**config.mk**
```make
export PLATFORM = sky130hd
export DESIGN_NAME = nms_window
export DESIGN_NICKNAME = d
export VERILOG_FILES = /design/src/nms_pkg.sv /design/src/nms_window.sv
export SDC_FILE = /design/constraint.sdc
export NUM_CORES = 1
export LEC_CHECK = 0
export BUFFER_PORTS_ARGS = -buffer_cell sky130_fd_sc_hd__buf_2
export CORE_MARGIN = 5
export CORE_UTILIZATION = 40
export CTS_CLUSTER_SIZE = 30
export DETAILED_ROUTE_END_ITERATION = 12
export SYNTH_ARGS = -nofsm -noshare
export SYNTH_HDL_FRONTEND = slang
export SYNTH_SLANG_ARGS = --single-unit
```
**constraint.sdc**
```tcl
create_clock -name clk -period 4.1 [get_ports clk]
set_input_delay 1.23 -clock clk [delete_from_list [all_inputs] [get_ports clk]]
set_output_delay 1.23 -clock clk [all_outputs]
set_load 0.01 [all_outputs]
```
**src/nms_pkg.sv**
```systemverilog
// Shared types, register codes and direction sector decode for the NMS block.
`default_nettype none
package nms_pkg;

	localparam int MAX_WIDTH_DEF  = 2048;
	localparam int MAX_HEIGHT_DEF = 4095;

	localparam int CFG_DATA_W  = 12;
	localparam int CFG_INDEX_W = 1;
	localparam int MAG_W       = 8;
	localparam int DIR_W       = 10;

	localparam logic [CFG_INDEX_W-1:0] REG_IMAGE_WIDTH  = 1'b0;
	localparam logic [CFG_INDEX_W-1:0] REG_IMAGE_HEIGHT = 1'b1;

	localparam int WIDTH_RST  = 640;
	localparam int HEIGHT_RST = 480;
	localparam int MIN_DIM    = 3;

	// sector bounds in half-degrees
	localparam logic [DIR_W-1:0] DIR_22P5  = 10'd45;
	localparam logic [DIR_W-1:0] DIR_67P5  = 10'd135;
	localparam logic [DIR_W-1:0] DIR_112P5 = 10'd225;
	localparam logic [DIR_W-1:0] DIR_157P5 = 10'd315;
	localparam logic [DIR_W-1:0] DIR_202P5 = 10'd405;
	localparam logic [DIR_W-1:0] DIR_247P5 = 10'd495;
	localparam logic [DIR_W-1:0] DIR_292P5 = 10'd585;
	localparam logic [DIR_W-1:0] DIR_337P5 = 10'd675;

	typedef enum logic [1:0] {
		SEC_HORIZ  = 2'd0,
		SEC_DIAG_A = 2'd1,
		SEC_VERT   = 2'd2,
		SEC_DIAG_B = 2'd3
	} sector_t;

	typedef struct packed {
		logic [MAG_W-1:0] above;
		logic [MAG_W-1:0] middle;
		logic [DIR_W-1:0] dir;
	} line_word_t;

	typedef struct packed {
		logic emit;
		logic border;
		logic eof;
	} pos_info_t;

	function automatic sector_t dir_sector(logic [DIR_W-1:0] d);
		sector_t s;
		s = SEC_HORIZ;
		priority if ((d >= DIR_22P5 && d < DIR_67P5) || (d >= DIR_202P5 && d < DIR_247P5)) begin
			s = SEC_DIAG_A;
		end else if ((d >= DIR_67P5 && d < DIR_112P5) ||
			(d >= DIR_247P5 && d < DIR_292P5)) begin
			s = SEC_VERT;
		end else if ((d >= DIR_112P5 && d < DIR_157P5) ||
			(d >= DIR_292P5 && d < DIR_337P5)) begin
			s = SEC_DIAG_B;
		end else begin
			s = SEC_HORIZ;
		end
		return s;
	endfunction

endpackage
`default_nettype wire

```
**src/nms_window.sv**
```systemverilog
// 3x3 magnitude window, direction sector stage and suppression compare.
`default_nettype none
module nms_window (
	input  wire logic                        clk,
	input  wire logic                        advance,
	input  wire logic [nms_pkg::MAG_W-1:0]   top,
	input  wire logic [nms_pkg::MAG_W-1:0]   mid,
	input  wire logic [nms_pkg::MAG_W-1:0]   mag,
	input  wire logic [nms_pkg::DIR_W-1:0]   dmid,
	input  wire logic                        border,
	output logic [nms_pkg::MAG_W-1:0]        pixel
);

	// columns zero and one of the window; column two comes straight from the inputs
	logic [nms_pkg::MAG_W-1:0] t1_q, t2_q, m1_q, m2_q, b1_q, b2_q;
	nms_pkg::sector_t          sec_q;
	logic [nms_pkg::MAG_W-1:0] nb_a, nb_b;

	always_ff @(posedge clk) begin
		if (advance) begin
			t1_q  <= t2_q;
			t2_q  <= top;
			m1_q  <= m2_q;
			m2_q  <= mid;
			b1_q  <= b2_q;
			b2_q  <= mag;
			sec_q <= nms_pkg::dir_sector(dmid);
		end
	end

	// neighbours as they stand after this shift; the center is m2_q
	always_comb begin
		unique case (sec_q)
			nms_pkg::SEC_DIAG_A: begin
				nb_a = top;
				nb_b = b1_q;
			end
			nms_pkg::SEC_VERT: begin
				nb_a = t2_q;
				nb_b = b2_q;
			end
			nms_pkg::SEC_DIAG_B: begin
				nb_a = t1_q;
				nb_b = mag;
			end
			default: begin
				nb_a = m1_q;
				nb_b = mid;
			end
		endcase
		if (!border && (nb_a > m2_q || nb_b > m2_q)) begin
			pixel = '0;
		end else begin
			pixel = m2_q;
		end
	end

endmodule
`default_nettype wire

```
==> out/metrics.yaml, run 1 <==
rsz0062_at_grt: "yes"
cts_made_buffers: 5
ys_seq_elements: 50
syn_avg_cell_area_sq_um: 15.7
crit_type: "input port to primary output"
gr-usage-all-layers: 0.131
r2r_setup_slack_ns: 3.36
coreArea_sq_mm: 0.00631
ant_nets: 0
holdCritStartpoint: "m2_q[5]"
synth_warnings: 0
slowest_delay_ns: 0.49
grt_pass1_wl_mm: 8.69
dp_slack_ns: -0.478
synth_seq_area_share: 0.585
hp-class: "register to register"
nets: 278
area_growth_pct: 32.1
min_path_cells: 0
startpoint_type: "input port"
finalWirelength_mm: 5.25
worstPathRequired_ns: 2.87
synth_top_area_cell: "edfxtp_1"
hold_end: "m1_q[5]"
clkLatencyLatePin_ns: 0.30
n_antenna_cell: 0
rr_startpoint: "m2_q[0]"
layout-drive-gt1-share: 0.469
cpMostUsedCell: "buf_6"
wl_per_cell_microns: 17.3
slew-limit-headroom: 0.264
via_per_inst: 5.52
die_area_sq_mm: 0.00812
finalSetupTns_ns: -2.38
synth.cell_area_sq_mm: 0.00257
stdcell_count: 303
cts_buffer_depth: 2
fin_crit_ns: 4.43
report.power.total_mw: 1.25
whs_ns: 0.441
grt_pass1_vias: 1743
worstRegToRegCells: 0
gpl.final_weighted_congestion: 0.817
fin_skew_ns: 0.0103
cp-end-kind: "primary output"
syn-num-nets: 217
dp_cells: 292
place_hpwl_mm: 3.83
htree_levels: 2
rows: 29
fin_crit_sh: 1.08
crit_fanout: 5
violations: "setup timing"
drc: 0
hold_violations: 0
drv_slew: 0
layout_setup_ws_ns: -0.325
synth.top_cells.by_area: "edfxtp_1 (58%), mux4_2 (14%), ha_1 (7.8%)"
initialDrtViolationCount: 64
numPortBuffers: 44
netlist_instances: 164
crit_buf_inv: 3
yosysTopAreaCellShare: 0.585
yosys.cell_types.count: 34
boundaryPins: 45
crit_chain: "buf_6, mux4_2, ha_4, nor2b_1, o211ai_1, a2111oi_4, buf_6, nor4_4, buf_2"
power.leakage_nw: 1.25
antenna_found_initial: 0
path_delay_family: "multiplexers"
overflow: 0
fmax_mhz: 226
maxCapViolations: 0
fp.dieW_microns: 90.1
cp_slowest_cell: "mux4_2"
start_util: 0.407
status: "finished with violations"
peakVddDrop_mv: 0.160
reg2reg_to: "m1_q[0]"
vias: 1674
dr.pass1.iters: 4
clock_sinks: 50
tightest_slew_ns: 1.10
cts_tree: "done"
cts-root-buf: "clkbuf_8"
finalSetupViolations: 8
powerDensity_mw_per_mm2: 367
grt_max_degree: 51
critPathArrivalTime_ns: 3.20
die_h_microns: 90.1
clk_pin_slew_ns: 0.09
-- flip-flops by register name, summed over array words and instances, names as in the netlist --
register and flops:
sec_q 2, m1_q 8, t1_q 8, b2_q 8
t2_q 8, b1_q 8, m2_q 8
-- power by group --
group | total [mW] | internal, mW | switching, mW
Combinational | 0.354 | 0.184 | 0.170
Clock | 0.270 | 0.118 | 0.152
Sequential | 0.623 | 0.608 | 0.0150
Total | 1.25 | 0.909 | 0.337
-- kinds of logic after synthesis --
family / count (synthesis) / synth area share
AOI/OAI and AO/OA: 32 / 0.0916
and+or+nand+nor: 33 / 0.0741
DFF: 50 / 0.585
adders and majority gates: 16 / 0.0780
muxes: 17 / 0.144
buffers and inverters: 16 / 0.0273
-- cell usage after synthesis, drive strengths merged --
cell type  number
inv            10
a22o            1
mux4           16
a211oi          2
a41oi           1
clkbuf          2
buf             4
o21ai           4
nand4           2
o41ai           1
nor3            1
edfxtp         50
ha             16
or4             1
o31a            1
nor2b           3
a2111oi         3
o221ai          1
mux2i           1
a21boi          1
o211a           1
nor2            5
o211ai          4
a21oi          10
nand2b          1
nor4            9
o31ai           1
nand3           3
and4            4
a2111o          1
nand2           4
-- area by class of cell --
| type | instances | area (sq um) |
|---|---|---|
| fillers | 530 | 2920 |
| flip-flops and latches | 50 | 1500 |
| multi-input cells | 98 | 1250 |
| repair buffers | 60 | 427 |
| well taps | 77 | 96.3 |
| clock buffers | 6 | 72.6 |
| inverters | 10 | 37.5 |
| clock inverters | 2 | 8.76 |
-- how the worst max path moves through the flow --
stage / from / end / slack, ns / cells past startpoint
global route: mag[1] / pixel[1] / -0.40 / 9
floorplan: mag[3] / pixel[0] / -0.13 / 6
global placement: mag[7] / pixel[2] / -0.44 / 9
CTS: mag[1] / pixel[2] / -0.35 / 9
detailed placement: mag[7] / pixel[0] / -0.48 / 9
finish: top[1] / pixel[6] / -0.33 / 9
-- metal layers --
metal | up-vias | part of all wire | global-route usage
met5 | - | 0 | 0
met4 | 0 | 0.014 | 0.0447
met3 | 5 | 0.043 | 0.0259
met2 | 46 | 0.48 | 0.215
met1 | 812 | 0.46 | 0.174
li1 | 811 | - | -
-- per-stage QoR --
stage,utilization,area (sq um)
final,0.537,3390
after global routing,0.537,3390
after CTS,0.523,3300
after detailed placement,0.484,3060
after global placement,0.484,3060
after floorplan,-,2640
-- placed cells by master, fill, tap and decap left out, drive strengths merged, types with 2 or more instances in the layout --
cell type	count
inv	10
nand3	3
buf	60
and4	4
clkinv	2
a211oi	2
ha	16
nor4	9
nand2	4
edfxtp	50
o21ai	4
clkbuf	6
a2111oi	3
mux4	16
a21oi	10
nor2b	3
nor2	5
o211ai	4
nand4	2
-- repair_timing --
action,in CTS,in global routing
hold buffers,0,0
pin swaps,11,4
resized for setup,20,12
buffers inserted,4,0
setup endpoints to repair,8,8
Power figures use the tool's default switching activity.
==> inputs of run 2 (changes only) <==
--- a/config.mk
+++ b/config.mk
@@ -5,6 +5,7 @@
 export SDC_FILE = /design/constraint.sdc
 export NUM_CORES = 1
 export LEC_CHECK = 0
+export ABC_AREA = 1
 export BUFFER_PORTS_ARGS = -buffer_cell sky130_fd_sc_hd__buf_2
 export CORE_MARGIN = 5
 export CORE_UTILIZATION = 40
==> run 2 against run 1 <==
Critical path depth rose by 4. Cell area is 1.0% higher. Synthesized area up 9.8%. Die area is 8.7% higher. Global-route usage grew 1.0 points. First-iteration DRC count grew 100%. Maximum frequency rose by 12%. Combinational power rose by 6.2%. The run now ends clean. Wire length up 16%. Worst setup slack better by 0.46 ns. Sequential share of layout area decreased by 0.44 points. Critical endpoint is now pixel[3].
==> out/metrics.yaml, run 2 <==
p_clk_frac: 0.262  # +0.046
yosysTopAreaCellShare: 0.532  # -0.0524
critPathArrivalTime_ns: 2.73  # -0.47 ns
start_util: 0.413  # +0.00616
grt_max_degree: 51  # unchanged
drv_slew: 0  # unchanged
finalWirelength_mm: 6.07  # +16%
rr_startpoint: "m2_q[0]"
tightest_slew_ns: 1.11  # +0.00492 ns
fp.dieW_microns: 94.0  # +4.3%
fin_crit_ns: 3.96  # -0.461 ns
vias: 2208  # +32%
report.power.total_mw: 1.36  # +8.8%
holdCritStartpoint: "b2_q[2]"
status: "completed"
crit_fanout: 8  # +3
htree_levels: 2  # unchanged
crit_chain: "buf_2, nand2_1, nand4_1, o21ai_0, inv_1, ha_4, nand2_2, nor2_2, nand4_1, nand2_2, nand2_4, a21oi_1, buf_2"
path_delay_family: "simple AND/OR/NAND/NOR gates"
synth_warnings: 0  # unchanged
seqCellArea_sq_mm: 0.00150  # unchanged
rows: 30  # +3.4%
final_cell_mix: "nand2_1 (86), edfxtp_1 (50), buf_2 (43), inv_1 (42), nor2_1 (28)"
gr-usage-all-layers: 0.141  # +0.0102
startpoint: "top[7]"
power.leakage_nw: 1.50  # +19%
syn_avg_cell_area_sq_um: 9.25  # -41%
die_h_microns: 94.0  # +4.3%
internal-power_uw: 944  # +3.9%
startpoint_type: "input port"
slew-limit-headroom: 0.260  # -0.00328
p_seq_frac: 0.460  # -0.040
synthArstFlopShare: 0  # unchanged
cts-root-buf: "clkbuf_8"
gpl.final_weighted_congestion: 0.789  # -3.4%
peakVddDrop_mv: 0.197  # +24%
nets: 408  # +47%
grt_pass1_vias: 2159  # +24%
ys_seq_elements: 50  # unchanged
drc: 0  # unchanged
synth.cell_area_sq_mm: 0.00282  # +9.8%
cts_tree: "done"
grt_pass1_wl_mm: 9.95  # +15%
fin_skew_ns: 0.00417  # -0.00611 ns
hp-class: "register to register"
clock_sinks: 50  # unchanged
synth_seq_area_share: 0.532  # -0.0524
crit_buf_inv: 3  # unchanged
dp_cells: 441  # +51%
yosysMostFrequentCell: "nand2_1"
coreArea_sq_mm: 0.00683  # +8.2%
fmax_mhz: 252  # +12%
worstPathRequired_ns: 2.87  # about the same
finalSetupViolations: 0  # -8
synth-edff-count: 50  # unchanged
fillers: 668  # +26%
clk_pin_slew_ns: 0.09  # about the same
antenna_found_initial: 0  # unchanged
overflow: 0  # unchanged
ant_nets: 0  # unchanged
multi_input_area_sq_mm: 0.00125  # -0.20%
dr.pass1.iters: 4  # unchanged
die_area_sq_mm: 0.00883  # +8.7%
slowest_delay_ns: 0.28  # -0.21 ns
yosys.cell_types.count: 26  # -24%
wl_per_cell_microns: 13.4  # -23%
cts_made_buffers: 5  # unchanged
via_per_inst: 4.88  # -12%
synth_top_area_cell: "edfxtp_1"
fin_crit_sh: 0.967  # -0.112
power_frac_comb: 0.278  # -0.006
whs_ns: 0.453  # +0.0116 ns
cp_slowest_cell: "ha_4"
cp-end-kind: "primary output"
synth_ff_type: "edfxtp_1"
crit_type: "input port to primary output"
maxCapViolations: 0  # unchanged
initialDrtViolationCount: 130  # +100%
netlist_instances: 305  # +86%
n_antenna_cell: 0  # unchanged
hold_violations: 0  # unchanged
synth.top_cells.by_area: "edfxtp_1 (53%), nand2_1 (12%), ha_1 (7.1%)"
clkLatencyLatePin_ns: 0.30  # about the same
layout-drive-gt1-share: 0.250  # -0.219
powerDensity_mw_per_mm2: 396  # +7.8%
final_common_cell: "nand2_1"
fin_util: 0.501  # -0.0358
boundaryPins: 45  # unchanged
area_growth_pct: 21.5
yosys-top-cells-count: "nand2_1 (93), edfxtp_1 (50), inv_1 (43)"
switching_power_uw: 412  # +22%
numPortBuffers: 44  # unchanged
syn-num-nets: 358  # +65%
cts_buffer_depth: 2  # unchanged
p_sw_frac: 0.304  # +0.0333
place_hpwl_mm: 4.34  # +13%
stdcell_count: 452  # +49%
run 2: kinds of logic after synthesis:
group	Yosys count	share of synthesized area
buffers and inverters	50	0.0754
flip-flops	50	0.532
AND/OR/NAND/NOR	146	0.216
adder cells (fa/ha/maj)	16	0.0710
AO/OA/AOI/OAI	43	0.106
run 2: per-stage QoR:
stage | setup TNS, ns | setup WS [ns] | cell area [sq um]
2_1_floorplan | 0 | 0.398 | 2820
3_3_place_gp | 0 | 0.0480 | 3130
3_5_place_dp | -0.0141 | -0.0141 | 3130
4_1_cts | 0 | 0.0640 | 3270
5_1_grt | -0.0104 | -0.0104 | 3430
6_report | 0 | 0.135 | 3430
run 2: area by class of cell:
cell class                      instances  area share
Multi-Input combinational cell        205       0.364
Sequential cell                        50       0.438
Clock buffer                            5      0.0201
Clock inverter                          3      0.0128
Inverter                               44      0.0493
Tap cell                               96      0.0351
Timing Repair Buffer                   49      0.0807
run 2: power groups by stage:
stage,Clock [mW],Combinational (mW),Sequential (mW)
after global placement,0,0.302,0.634
after global routing,0.383,0.428,0.628
after detailed placement,0,0.306,0.636
after CTS,0.364,0.319,0.624
after floorplan,0,0.212,0.631
final,0.356,0.376,0.624
run 2: worst paths after layout:
path,end,cells after the start,slack [ns]
worst min-delay path,b1_q[2],0,0.45
worst max-delay path,pixel[3],13,0.14
worst max register to register,m1_q[0],0,3.34
worst min register to register,b1_q[2],0,0.45
run 2: what timing repair did:
action                     4_1_cts  5_1_grt
gates cloned                     0        0
hold buffers                     0        0
setup endpoints to repair        8        8
setup buffers                    2        1
gates resized for setup          2       27
pin swaps                        0       16
run 2: metal layers:
metal / part of all wire / up-vias / track usage
met3: 0.039 / 4 / 0.0272
li1: - / 1130 / -
met4: 0.0096 / 0 / 0.0361
met1: 0.48 / 1036 / 0.191
met2: 0.47 / 38 / 0.232
met5: 0 / - / 0
