--- config.mk ---
export PLATFORM = sky130hd
export DESIGN_NAME = nms_pos_ctrl
export DESIGN_NICKNAME = d
export VERILOG_FILES = /design/src/nms_pkg.sv /design/src/nms_pos_ctrl.sv
export SDC_FILE = /design/constraint.sdc
export NUM_CORES = 1
export LEC_CHECK = 0
export BUFFER_PORTS_ARGS = -buffer_cell sky130_fd_sc_hd__buf_2
export CAP_MARGIN = 20
export CORE_MARGIN = 10
export CORE_UTILIZATION = 40
export DETAILED_ROUTE_END_ITERATION = 12
export GPL_ROUTABILITY_DRIVEN = 0
export PLACE_DENSITY = 0.66
export REMOVE_ABC_BUFFERS = 1
export SLEW_MARGIN = 20
export SYNTH_ARGS = -nofsm -noshare
export SYNTH_HDL_FRONTEND = slang
export SYNTH_SLANG_ARGS = --single-unit
--- constraint.sdc ---
create_clock -name clk -period 4 [get_ports clk]
set_input_delay 0.2 -clock clk [delete_from_list [all_inputs] [get_ports clk]]
set_output_delay 0.2 -clock clk [all_outputs]
set_load 0.1 [all_outputs]
--- src/nms_pkg.sv ---
// Shared types, register codes and direction sector decode for the NMS block.
`default_nettype none
package nms_pkg;

	localparam int MAX_WIDTH_DEF  = 2048;
	localparam int MAX_HEIGHT_DEF = 4095;

	localparam int CFG_DATA_W  = 12;
	localparam int CFG_INDEX_W = 1;
	localparam int MAG_W       = 8;
	localparam int DIR_W       = 10;

	localparam logic [CFG_INDEX_W-1:0] REG_IMAGE_WIDTH  = 1'b0;
	localparam logic [CFG_INDEX_W-1:0] REG_IMAGE_HEIGHT = 1'b1;

	localparam int WIDTH_RST  = 640;
	localparam int HEIGHT_RST = 480;
	localparam int MIN_DIM    = 3;

	// sector bounds in half-degrees
	localparam logic [DIR_W-1:0] DIR_22P5  = 10'd45;
	localparam logic [DIR_W-1:0] DIR_67P5  = 10'd135;
	localparam logic [DIR_W-1:0] DIR_112P5 = 10'd225;
	localparam logic [DIR_W-1:0] DIR_157P5 = 10'd315;
	localparam logic [DIR_W-1:0] DIR_202P5 = 10'd405;
	localparam logic [DIR_W-1:0] DIR_247P5 = 10'd495;
	localparam logic [DIR_W-1:0] DIR_292P5 = 10'd585;
	localparam logic [DIR_W-1:0] DIR_337P5 = 10'd675;

	typedef enum logic [1:0] {
		SEC_HORIZ  = 2'd0,
		SEC_DIAG_A = 2'd1,
		SEC_VERT   = 2'd2,
		SEC_DIAG_B = 2'd3
	} sector_t;

	typedef struct packed {
		logic [MAG_W-1:0] above;
		logic [MAG_W-1:0] middle;
		logic [DIR_W-1:0] dir;
	} line_word_t;

	typedef struct packed {
		logic emit;
		logic border;
		logic eof;
	} pos_info_t;

	function automatic sector_t dir_sector(logic [DIR_W-1:0] d);
		sector_t s;
		s = SEC_HORIZ;
		priority if ((d >= DIR_22P5 && d < DIR_67P5) || (d >= DIR_202P5 && d < DIR_247P5)) begin
			s = SEC_DIAG_A;
		end else if ((d >= DIR_67P5 && d < DIR_112P5) ||
			(d >= DIR_247P5 && d < DIR_292P5)) begin
			s = SEC_VERT;
		end else if ((d >= DIR_112P5 && d < DIR_157P5) ||
			(d >= DIR_292P5 && d < DIR_337P5)) begin
			s = SEC_DIAG_B;
		end else begin
			s = SEC_HORIZ;
		end
		return s;
	endfunction

endpackage
`default_nettype wire

--- src/nms_pos_ctrl.sv ---
// Frame geometry registers and raster position tracking for the NMS block.
`default_nettype none
module nms_pos_ctrl #(
	parameter int MAX_WIDTH  = nms_pkg::MAX_WIDTH_DEF,
	parameter int MAX_HEIGHT = nms_pkg::MAX_HEIGHT_DEF,
	localparam int AW = $clog2(MAX_WIDTH),
	localparam int RW = $clog2(MAX_HEIGHT + 2)
) (
	input  wire logic                              clk,
	input  wire logic                              arst_n,
	input  wire logic                              cfg_we,
	input  wire logic [nms_pkg::CFG_INDEX_W-1:0]   cfg_index,
	input  wire logic [nms_pkg::CFG_DATA_W-1:0]    cfg_data,
	input  wire logic                              advance,
	output logic [AW-1:0]                          col,
	output nms_pkg::pos_info_t                     info
);

	localparam int W_RST_M1 = ((nms_pkg::WIDTH_RST > MAX_WIDTH) ?
		MAX_WIDTH : nms_pkg::WIDTH_RST) - 1;
	localparam int H_RST_M1 = ((nms_pkg::HEIGHT_RST > MAX_HEIGHT) ?
		MAX_HEIGHT : nms_pkg::HEIGHT_RST) - 1;

	logic [AW-1:0] wm1_q;
	logic [RW-1:0] hm1_q;
	logic [AW-1:0] col_q;
	logic [RW-1:0] row_q;
	logic [31:0]   cfg_ext;
	logic [31:0]   w_sel;
	logic [31:0]   h_sel;
	logic [RW-1:0] orow;
	logic          ocol_zero;
	logic          ocol_last;
	logic          row_last;

	// clamp written geometry into the supported range, keep it as size minus one
	always_comb begin
		cfg_ext = 32'(cfg_data);
		if (cfg_ext < 32'(nms_pkg::MIN_DIM)) begin
			w_sel = 32'(nms_pkg::MIN_DIM - 1);
			h_sel = 32'(nms_pkg::MIN_DIM - 1);
		end else begin
			w_sel = (cfg_ext > 32'(MAX_WIDTH))  ? 32'(MAX_WIDTH - 1)  : cfg_ext - 32'd1;
			h_sel = (cfg_ext > 32'(MAX_HEIGHT)) ? 32'(MAX_HEIGHT - 1) : cfg_ext - 32'd1;
		end
	end

	always_ff @(posedge clk or negedge arst_n) begin
		if (!arst_n) begin
			wm1_q <= AW'(W_RST_M1);
			hm1_q <= RW'(H_RST_M1);
		end else if (cfg_we) begin
			if (cfg_index == nms_pkg::REG_IMAGE_WIDTH) begin
				wm1_q <= w_sel[AW-1:0];
			end else if (cfg_index == nms_pkg::REG_IMAGE_HEIGHT) begin
				hm1_q <= h_sel[RW-1:0];
			end
		end
	end

	// the emitted pixel sits one row and one column behind the input
	always_comb begin
		orow      = row_q - ((col_q == '0) ? RW'(2) : RW'(1));
		ocol_zero = (col_q == AW'(1));
		ocol_last = (col_q == '0);
		row_last  = (orow >= hm1_q);
		info.emit   = (row_q >= RW'(2)) || (row_q == RW'(1) && col_q != '0);
		info.border = (orow == '0) || row_last || ocol_zero || ocol_last;
		info.eof    = row_last && ocol_last;
	end

	always_ff @(posedge clk or negedge arst_n) begin
		if (!arst_n) begin
			col_q <= '0;
			row_q <= '0;
		end else if (cfg_we) begin
			col_q <= '0;
			row_q <= '0;
		end else if (advance) begin
			if (info.emit && info.eof) begin
				col_q <= '0;
				row_q <= '0;
			end else if (col_q == wm1_q) begin
				col_q <= '0;
				row_q <= row_q + RW'(1);
			end else begin
				col_q <= col_q + AW'(1);
			end
		end
	end

	assign col = col_q;

`ifndef ASSERT_OFF
	a_cfg_restarts: assert property (@(posedge clk) disable iff (!arst_n)
		cfg_we |=> (col_q == '0 && row_q == '0))
		else $error("configuration write did not restart the frame");
	a_col_in_row: assert property (@(posedge clk) disable iff (!arst_n)
		col_q <= wm1_q)
		else $error("column count ran past the row width");
`endif

endmodule
`default_nettype wire

==> results of run 1 <==
[flip-flops by register name, summed over array words and instances (netlist names)]
signal	flops
hm1_q	13
wm1_q	11
row_q	13
col	11
[metal layers]
metal	part of all wire	vias up	track usage	wire length [um]
met2	0.50	105	0.250	4880
met1	0.43	1582	0.186	4210
li1	-	1518	-	-
met3	0.055	15	0.0370	540
met5	0	-	0	0
met4	0.017	0	0.0465	163
[cell type report]
| cell class | count | area, um^2 | area share |
|---|---|---|---|
| clock inverter | 2 | 13.8 | 0.00300 |
| multi-input combinational | 296 | 2400 | 0.523 |
| timing repair buffer | 82 | 627 | 0.137 |
| tap | 105 | 131 | 0.0286 |
| clock buffer | 6 | 82.6 | 0.0180 |
| sequential | 48 | 1220 | 0.266 |
| inverter | 30 | 113 | 0.0246 |
[through the flow]
step / std cells / hold slack, ns / area [um^2] / worst slack [ns] / TNS [ns]
3_3_place_gp: 542 / 0.0679 / 3970 / -0.296 / -4.24
2_1_floorplan: 373 / -0.0956 / 3390 / -1.74 / -20.74
4_1_cts: 564 / 0.118 / 4440 / -0.367 / -4.10
5_1_grt: 569 / 0.149 / 4590 / -0.592 / -10.11
6_report: 569 / 0.118 / 4590 / -0.381 / -5.08
3_5_place_dp: 542 / 0.0682 / 3970 / -0.437 / -8.16
[Yosys cell counts (2+ instances only)]
library cell / number / area share
nand3_1: 13 / 0.019
a21o_1: 6 / 0.013
a21boi_0: 2 / 0.0043
nor4_1: 3 / 0.0054
or3_1: 3 / 0.0054
dfrtp_1: 32 / 0.23
nor3b_1: 2 / 0.0043
nor4b_1: 3 / 0.0076
ha_1: 24 / 0.086
clkbuf_1: 9 / 0.0097
and4_1: 2 / 0.0050
nand2_1: 48 / 0.052
dfstp_2: 16 / 0.12
nor4_4: 2 / 0.012
or4b_1: 2 / 0.0058
a22o_1: 10 / 0.025
o21ai_1: 3 / 0.0043
and3_1: 11 / 0.020
o211ai_1: 3 / 0.0065
nor2_1: 29 / 0.031
or3b_1: 4 / 0.010
buf_2: 6 / 0.0086
inv_1: 29 / 0.031
a22oi_1: 2 / 0.0043
buf_6: 2 / 0.0065
nand4_1: 8 / 0.014
nor3_1: 10 / 0.014
o31ai_1: 6 / 0.013
or2_2: 2 / 0.0036
xnor2_1: 32 / 0.081
a31oi_1: 2 / 0.0036
a21oi_1: 3 / 0.0043
nand2b_1: 5 / 0.0090
o22ai_1: 2 / 0.0036
o311ai_1: 3 / 0.0076
xor2_1: 10 / 0.025
o21ai_0: 18 / 0.026
[repair_timing]
item	CTS	global route
hold buffers	1	0
pin swaps	42	16
endpoints found under the hold margin	7	0
gates resized for setup	58	22
buffers inserted	14	7
cloned	1	0
endpoints found under the setup margin	26	26
[how the worst min path moves through the flow]
stage / to / slack, ns / startpoint / cells past startpoint
finish: hm1_q[0] / 0.12 / cfg_data[0] / 2
global route: hm1_q[0] / 0.15 / cfg_data[0] / 2
CTS: hm1_q[0] / 0.12 / cfg_data[0] / 2
detailed placement: row_q[7] / 0.07 / arst_n / 1
global placement: row_q[6] / 0.07 / arst_n / 1
floorplan: col[0] / -0.1 / arst_n / 0
[cell families (layout without fill, tap and decap cells)]
logic type      count (synthesis)  after routing  share of synthesized area
xor+xnor                       42             42                      0.106
buf+inv                        47            120                     0.0572
flops                          48             48                      0.351
simple gates                  155            155                      0.243
compound gates                 73             74                      0.151
fa+ha+maj                      25             25                     0.0921
[power by group through the flow]
stage               Sequential, mW  Clock [mW]  Combinational [mW]
floorplan                    0.595           0               0.312
global placement             0.566           0               0.532
detailed placement           0.568           0               0.547
CTS                          0.559       0.321               0.662
global route                 0.564       0.342               0.770
finish                       0.559       0.318               0.710
==> impl_metrics.ini, run 1 <==
[finish]
antenna_cells = 0
mostFrequentLayoutCell = nand2_1
fin_nets = 505
syn_to_final_growth_pct = 31.8
final_cell_mix = 45 x nand2_1, 39 x buf_4, 32 x dfrtp_1
finalCoreUtilization = 0.550
fillers = 721
layout-drive-gt1-share = 0.358

[sta]
finalHoldViolCount = 0
fmax_ghz = 0.228
finalSetupViolations = 25
finalMaxSlewViolations = 0
fin_crit_sh = 1.10
min_period_ns = 4.38
setup_ws_ns = -0.381
slew_headroom = 0.489
grt_setup_unrepaired = true
skew_ns = 0.0113
tightestPinTransition_ns = 0.761

[routing]
drtIter0Drc = 176
firstDrtPassIters = 4
drc = 0
vias = 3220
wl_per_cell_um = 17.2
viasPerCell = 5.66
wirelength_um = 9790
final_antenna_net_count = 0

[die]
core_area_um2 = 8340
die_w_um = 113
start_util = 0.417
die_h_um = 113
placementRows = 33
num_io_pins = 31
die_area_um2 = 12800

[clock_network]
h-tree-depth = 2
clk_latency_ns = 0.32
root_buffer = clkbuf_8
cts_sinks = 48
clkTransAtPathRegs_ns = 0.10
numCtsBuffers = 5
cts_tree = done
clock_path_buffers = 2

[logic_synthesis]
netlist_area_um2 = 3480
yosysWarnings = 0
ys_ff_latch = 48
synth_flop_cell = dfrtp_1
syn_area_per_cell_um2 = 8.92
synth_edf_count = 0
postSynthCellCount = 390
synth_seq_area_share = 0.351
synth_cell_type_count = 60
async_flop_share = 1.00

[pwr]
peakVddDrop_uv = 192
swShare = 0.371
intPower_uw = 999
power.density_nw_per_um2 = 346
p_sw_uw = 588
pwr-share-seq = 0.352
power.total_mw = 1.59
cellLeakagePower_nw = 2.01
pwr-share-clk = 0.200
p_comb_frac = 0.448

[outcome]
violations = negative setup slack
outcome = finished with violations

[grt]
grt_antenna_before_repair = 0
gr-usage-all-layers = 0.150
grt_max_degree = 42
overflow = 0
grt_pass1_vias = 3176
grt_first_pass_wirelength_um = 16000

[setup_path]
required_ns = 3.80
reg2reg_to = row_q[4]
cp.depth = 18
worst-path-max-fanout = 3
worst_path_max_delay_cell = fa_2
startpoint_type = flop
path_class = flop to primary output
startpoint = col[7]
crit_chain = nor4_2, nand2_1, nor4_2, nand2_1, fa_2, nor3_4, nor3b_4, nand3_2, xnor2_2, ha_1, nand4_1, buf_4, a2111oi_4, buf_4, a21boi_4, buf_6, nor2_4, buf_12
crit_end = info[0]
crit_buf_inv = 4
reg2regPathDepth = 20
reg2reg_slack_ns = -0.27
critPathCaptureType = primary output
r2r-start = col[7]
critPathTopFamily = simple AND/OR/NAND/NOR gates
arrival_ns = 4.18
cpPeakStageDelay_ns = 0.41

[placement]
port-buffer-count = 30
hpwlAfterDp_um = 6930

[worst_hold_path]
min_path_type = input port to flop

[job]
drv_cap = 0
(Power assumes the default switching activity.)
==> run 2, diff against run 1 <==
- REMOVE_ABC_BUFFERS: 1 -> not set
==> run 2 against run 1 <==
Compared with the run above: the flow still finishes with violations (negative setup slack); first-iteration DRC count is 24% lower; power is 3.1% lower; clock skew is 0.0047 ns lower; largest power group unchanged.
==> impl_metrics.ini, run 2 (synthesis gave the netlist of run 1 again) <==
[outcome]
outcome = finished with violations
violations = negative setup slack

[finish]
top_regs = hm1_q: 13 flops, row_q: 13 flops
layout-drive-gt1-share = 0.342
mostFrequentLayoutCell = nand2_1
fin_nets = 497
final_cell_mix = 44 x nand2_1, 38 x buf_4, 31 x xnor2_1
final_area_um2 = 4440
syn_to_final_growth_pct = 27.8
antenna_cells = 0

[pwr]
peakVddDrop_uv = 242
cellLeakagePower_nw = 1.94
power.density_nw_per_um2 = 346

[die]
die_h_um = 113
num_io_pins = 31
die_w_um = 113
start_util = 0.417
placementRows = 33
core_area_um2 = 8340
die_area_um2 = 12800

[grt]
grt_first_pass_wirelength_um = 15800
grt_antenna_before_repair = 0
overflow = 0
gr-usage-all-layers = 0.148
grt_max_degree = 30
grt_pass1_vias = 3239

[setup_path]
startpoint = col[10]
arrival_ns = 4.24
reg2reg_slack_ns = -0.34
startpoint_type = flop
r2r-start = col[10]
worst-path-max-fanout = 5
critPathCaptureType = primary output
worst_path_max_delay_cell = dfrtp_4
crit_chain = nor4_4, nand2_2, nor4_4, nand2_2, fa_2, nor3_4, nor3b_4, nand3_2, xnor2_2, ha_1, nand4_1, buf_6, a2111oi_4, buf_4, a21boi_4, buf_4, nor2_4, buf_12
required_ns = 3.80
cpPeakStageDelay_ns = 0.50
path_class = flop to primary output

[placement]
hpwlAfterDp_um = 7120
dpl_cell_area_um2 = 4060
port-buffer-count = 30
place_ws_ns = -0.235

[sta]
setup_ws_ns = -0.437
fin_crit_sh = 1.11
grt_setup_unrepaired = true
tightestPinTransition_ns = 0.763
fmax_ghz = 0.225
finalMaxSlewViolations = 0
finalSetupViolations = 25
finalHoldViolCount = 0
min_period_ns = 4.44
slew_headroom = 0.490
skew_ns = 0.00660

[routing]
final_antenna_net_count = 0
wl_per_cell_um = 17.1
drt-met1-wl_um = 4140
routed.top_layer = met4
wl_met2_um = 4710
drtIter0Drc = 133
vias = 3156
met3WireLength_um = 505
firstDrtPassIters = 6
viasPerCell = 5.63
drc = 0
wirelength_um = 9570

[job]
drv_cap = 0

[clock_network]
cts_sinks = 48
clkTransAtPathRegs_ns = 0.09
root_buffer = clkbuf_8
numCtsBuffers = 5
h-tree-depth = 2
cts_tree = done
clk_latency_ns = 0.30
clock_path_buffers = 2

[worst_hold_path]
min_path_type = input port to flop
min_from = cfg_data[0]

[logic_synthesis]
synth_nets = 432
-- run 2: final cells by class --
type,count,area (um^2)
well taps,105,131
repair buffers,73,520
inverters,30,113
fillers,778,3900
multi-input cells,297,2340
clock inverters,2,10.0
clock buffers,6,82.6
flip-flops and latches,48,1250
-- run 2: worst max-delay path, delay by kind of cell, from the launching register on --
family / cells / cell delay [ns]
simple gates: 9 / 1.54
fa+ha+maj: 2 / 0.72
buf+inv: 4 / 0.70
flops: 1 / 0.50
compound gates: 2 / 0.30
xor+xnor: 1 / 0.17
-- run 2: per-stage QoR --
stage	hold slack, ns	std cells	utilization	setup TNS, ns	total power [mW]
finish	0.156	561	0.533	-4.65	1.54
global route	0.153	561	0.533	-10.49	1.62
CTS	0.157	557	0.521	-1.46	1.51
detailed placement	0.187	539	0.486	-3.69	1.15
global placement	0.181	539	0.486	-0.0994	1.13
floorplan	-0.0956	390	-	-2.75	0.947
-- run 2: power by group --
group,switching [mW],internal (mW)
clock network,0.168,0.138
logic,0.371,0.298
registers,0.0224,0.538
-- run 2: per-layer routing --
layer  track usage  vias to the layer above
met5             0                        -
met4        0.0457                        0
met3        0.0259                       19
met2         0.250                       92
met1         0.186                     1536
li1              -                     1509
-- run 2: worst paths after layout --
| path | to | cells past startpoint |
|---|---|---|
| worst max register to register | row_q[3] | 21 |
| min in group asynchronous | hm1_q[5] | 2 |
| worst min-delay path | hm1_q[0] | 2 |
| max in group asynchronous | wm1_q[6] | 3 |
| worst max-delay path | info[0] | 18 |
| worst min register to register | hm1_q[2] | 2 |
-- run 2: what timing repair did --
item	4_1_cts	5_1_grt
endpoints found under the hold margin	17	0
pin swaps	13	6
resized for setup	22	16
hold buffers	1	0
setup endpoints to repair	26	26
cloned	2	0
setup buffers	11	4
